==> config.mk <==
export PLATFORM = sky130hd
export DESIGN_NAME = bfa_ram
export DESIGN_NICKNAME = d
export VERILOG_FILES = /design/src/hw/rtl/bfa_ram.sv
export SDC_FILE = /design/constraint.sdc
export NUM_CORES = 2
export LEC_CHECK = 0
export BUFFER_PORTS_ARGS = -buffer_cell sky130_fd_sc_hd__buf_2
export CORE_MARGIN = 2
export CORE_UTILIZATION = 45
export CTS_BUF_LIST = sky130_fd_sc_hd__clkbuf_4
export DETAILED_ROUTE_END_ITERATION = 7
export GPL_TIMING_DRIVEN = 0
export PLACE_DENSITY = 0.61
export SLEW_MARGIN = 10
export SYNTH_ARGS = -nofsm -noshare
export SYNTH_HDL_FRONTEND = slang
export SYNTH_SLANG_ARGS = --single-unit
==> constraint.sdc <==
create_clock -name clk -period 6.5 [get_ports clk]
set_clock_uncertainty 0.1 [all_clocks]
set_input_delay 0.325 -clock clk [delete_from_list [all_inputs] [get_ports clk]]
set_output_delay 0.325 -clock clk [all_outputs]
set_load 0.05 [all_outputs]
==> src/hw/rtl/bfa_ram.sv <==
// bfa_ram: generic simple dual-port RAM, one write and one registered read port.
// No dependencies.
module bfa_ram #(
	parameter int unsigned WIDTH  = 64,
	parameter int unsigned DEPTH  = 64,
	parameter int unsigned ADDR_W = 6
) (
	input  logic              clk,
	input  logic              wr_en,
	input  logic [ADDR_W-1:0] wr_addr,
	input  logic [WIDTH-1:0]  wr_data,
	input  logic              rd_en,
	input  logic [ADDR_W-1:0] rd_addr,
	output logic [WIDTH-1:0]  rd_data
);

	logic [WIDTH-1:0] mem_q [DEPTH];

	always_ff @(posedge clk) begin
		if (wr_en) begin
			mem_q[wr_addr] <= wr_data;
		end
		if (rd_en) begin
			rd_data <= mem_q[rd_addr];
		end
	end

endmodule

==> flow_metrics.tcl <==
set metrics [dict create \
    nets 8370 \
    drcViolationCount 0 \
    reg2reg_depth 5 \
    syn_nets 6677 \
    die_w_microns 595 \
    fmax_mhz 238 \
    ioPinCount 143 \
    clk_pin_slew_ns 0.06 \
    yosysUniqueCellTypes 32 \
    reg2reg_from "mem_q[53][37]$_DFFE_PP_" \
    port_buffers 134 \
    post_dp_cell_area_sq_um 169000 \
    place_ws_ns 1.58 \
    yosysWarnings 0 \
    dp_hpwl_microns 292000 \
    cts.htree.levels 7 \
    synth_top_area_cell "edfxtp_1" \
    totalWireLength_microns 446000 \
    grt_pass1_wl_microns 621000 \
    yosysSeqAreaShare_pct 79.6 \
    synth_area_sq_um 157000 \
    grt_max_degree 65 \
    grt_use_total_pct 25.4 \
    routabilityCongestion 0.819 \
    final_cell_mix "4160 x edfxtp_1, 1508 x clkbuf_4, 1024 x mux4_2" \
    cts_root_buf "clkbuf_4" \
    dieHeight_microns 595 \
    total_power_mw 54.3 \
    syn_inst 6598 \
    tightest_slew_ns 1.47 \
    synthTopCellsByArea "edfxtp_1 80%, mux4_2 15%, mux2i_1 0.86%" \
    cp_data_required_time_ns 7.63 \
    cts_num_sinks 4160 \
    antenna_found_initial 46 \
    wire_per_inst_microns 33.1 \
    cts_tree "yes" \
    fin_crit_sh_pct 64.6 \
    rsz0062_at_grt "false" \
    setup_violations 0 \
    outcome "complete, but fails checks" \
    whs_path_depth 4 \
    design_area_sq_um 184000 \
    max_cap_violations 1 \
    startpoint_type "primary input" \
    dr.pass1.iters 8 \
    hp-class "in -> reg" \
    insertion_delay_ns 1.66 \
    n_fill_cell 26800 \
    power_density_nw_per_um2 294 \
    critPathKind "in -> reg" \
    fp-row-count 216 \
    fin_crit_ns 4.20 \
    dieArea_sq_um 354000 \
    holdPathEnd "mem_q[30][39]$_DFFE_PP_" \
    peakVddDrop_uv 175 \
    slew_viol_final 0 \
    setup_slack_ns 2.30 \
    ys_seq_elements 4160 \
    antenna_left 0 \
    syn_area_per_cell_sq_um 23.8 \
    final_layout_size_suffix_gt1_share_pct 37.4 \
    wl_met3_microns 46200 \
    synth_top_area_share_pct 79.6 \
    startpoint "rd_addr[2]" \
    route.top_layer_used "met5" \
    violations "capacitance limit" \
    area_growth_pct 17.4 \
    rrSetupSlack_ns 3.34 \
    critPathMaxFanout 10 \
    maxSlewHeadroom_pct 0.474 \
    avgViaCountPerCell 6.02 \
    grt_overflow 0 \
    reg2reg_to "rd_data[37]$_DFFE_PP_" \
    leakagePower_nw 59.2 \
    grt_pass1_vias 83800 \
    arrival_ns 5.32 \
    final_common_cell "edfxtp_1" \
    start_util_pct 45.3 \
    wl_met2_microns 215000 \
    vias 81200 \
    holdWs_ns 0.194 \
    hold_viol 0 \
    drt_iter0_markers 11800 \
    clock_path_buffers 5 \
    core_area_sq_um 347000 \
    holdCritStartpoint "wr_data[39]" \
    cts_buffers 1110 \
    end_kind "register" \
    met1_length_microns 170000 \
]
-- report_power, final --
group | switching [mW] | leakage (nW) | internal (mW)
sequential | 0.0488 | 37.5 | 29.7
clock | 10.1 | 7.52 | 11.1
combinational | 2.14 | 14.2 | 1.12
total | 12.3 | 59.2 | 42.0
-- stage by stage --
step / cells / utilization (%) / setup TNS [ns]
floorplan: 6598 / - / 0
global placement: 11300 / 47.1 / -7572.55
detailed placement: 11500 / 48.6 / 0
CTS: 13500 / 53.1 / 0
global route: 13500 / 53.2 / 0
finish: 13500 / 53.2 / 0
-- how the worst max path moves through the flow --
stage                               to  slack [ns]  cells past startpoint
4_1_cts           rd_data[7]$_DFFE_PP_        2.70                     10
3_3_place_gp   mem_q[48][36]$_DFFE_PP_       -5.97                      4
3_5_place_dp      rd_data[7]$_DFFE_PP_        1.58                      9
2_1_floorplan   mem_q[48][0]$_DFFE_PP_        0.64                      4
6_report          rd_data[6]$_DFFE_PP_        2.30                     10
5_1_grt        mem_q[49][27]$_DFFE_PP_        2.54                     14
-- kinds of logic (layout without fill, tap and decap cells) --
kind of cell / Yosys count / after routing / synth area share (%)
buf+inv: 389 / 2683 / 1.18
flops: 4160 / 4160 / 79.6
compound gates: 504 / 504 / 2.47
mux: 1159 / 1159 / 15.6
other cells: 0 / 27 / 0
simple gates: 386 / 386 / 1.23
-- layout make-up --
class | instances | area [sq um] | area share (%)
inverter | 19 | 71.3 | 0.0387
clock inverter | 205 | 1130 | 0.614
buffer | 370 | 1780 | 0.967
multi-input combinational | 2049 | 30700 | 16.7
timing repair buffer | 581 | 8610 | 4.67
sequential | 4160 | 125000 | 67.8
clock buffer | 1508 | 11300 | 6.14
tap | 4578 | 5730 | 3.11
antenna | 27 | 67.6 | 0.0366
-- cells in the mapped netlist --
cell type	count
nand3_1	45
mux4_2	1024
buf_1	20
a22oi_1	168
a31oi_1	18
buf_4	34
buf_6	6
nand3b_1	2
edfxtp_1	4160
or3_1	29
o221ai_1	38
nor2b_1	28
buf_2	170
a31o_1	1
nand2_1	58
nor3_1	2
a2bb2oi_1	19
o22ai_1	83
nor2_1	112
mux2i_1	135
and3_1	64
clkbuf_1	140
nand4b_1	1
a211oi_1	63
or2_2	28
or3b_2	1
a22o_1	88
and2_1	3
nand2b_1	11
inv_1	19
a41oi_1	26
nand4_1	2
-- registers in the layout (all words and copies together), names as in the netlist --
name and flops:
rd_data 64, mem_q 4096
-- critical path, cell delays in order --
cell,delay [ns]
dlygate4sd3_1,0.65
buf_2,0.29
buf_4,0.32
buf_2,0.52
buf_2,0.76
buf_4,0.38
mux2i_1,0.13
o22ai_1,0.62
a31oi_1,0.32
a211oi_1,0.94
-- layer usage --
metal | vias up | track usage, %
met3 | 706 | 7.11
met1 | 43100 | 33.7
met5 | - | 0
met2 | 4770 | 40.0
met4 | 10 | 10.1
li1 | 32600 | -
-- what timing repair did --
item	in CTS	in global routing
buffers inserted	0	0
resized for setup	0	0
endpoints found under the hold margin	5940	0
hold buffers	219	0
(Power assumes the default switching activity.)
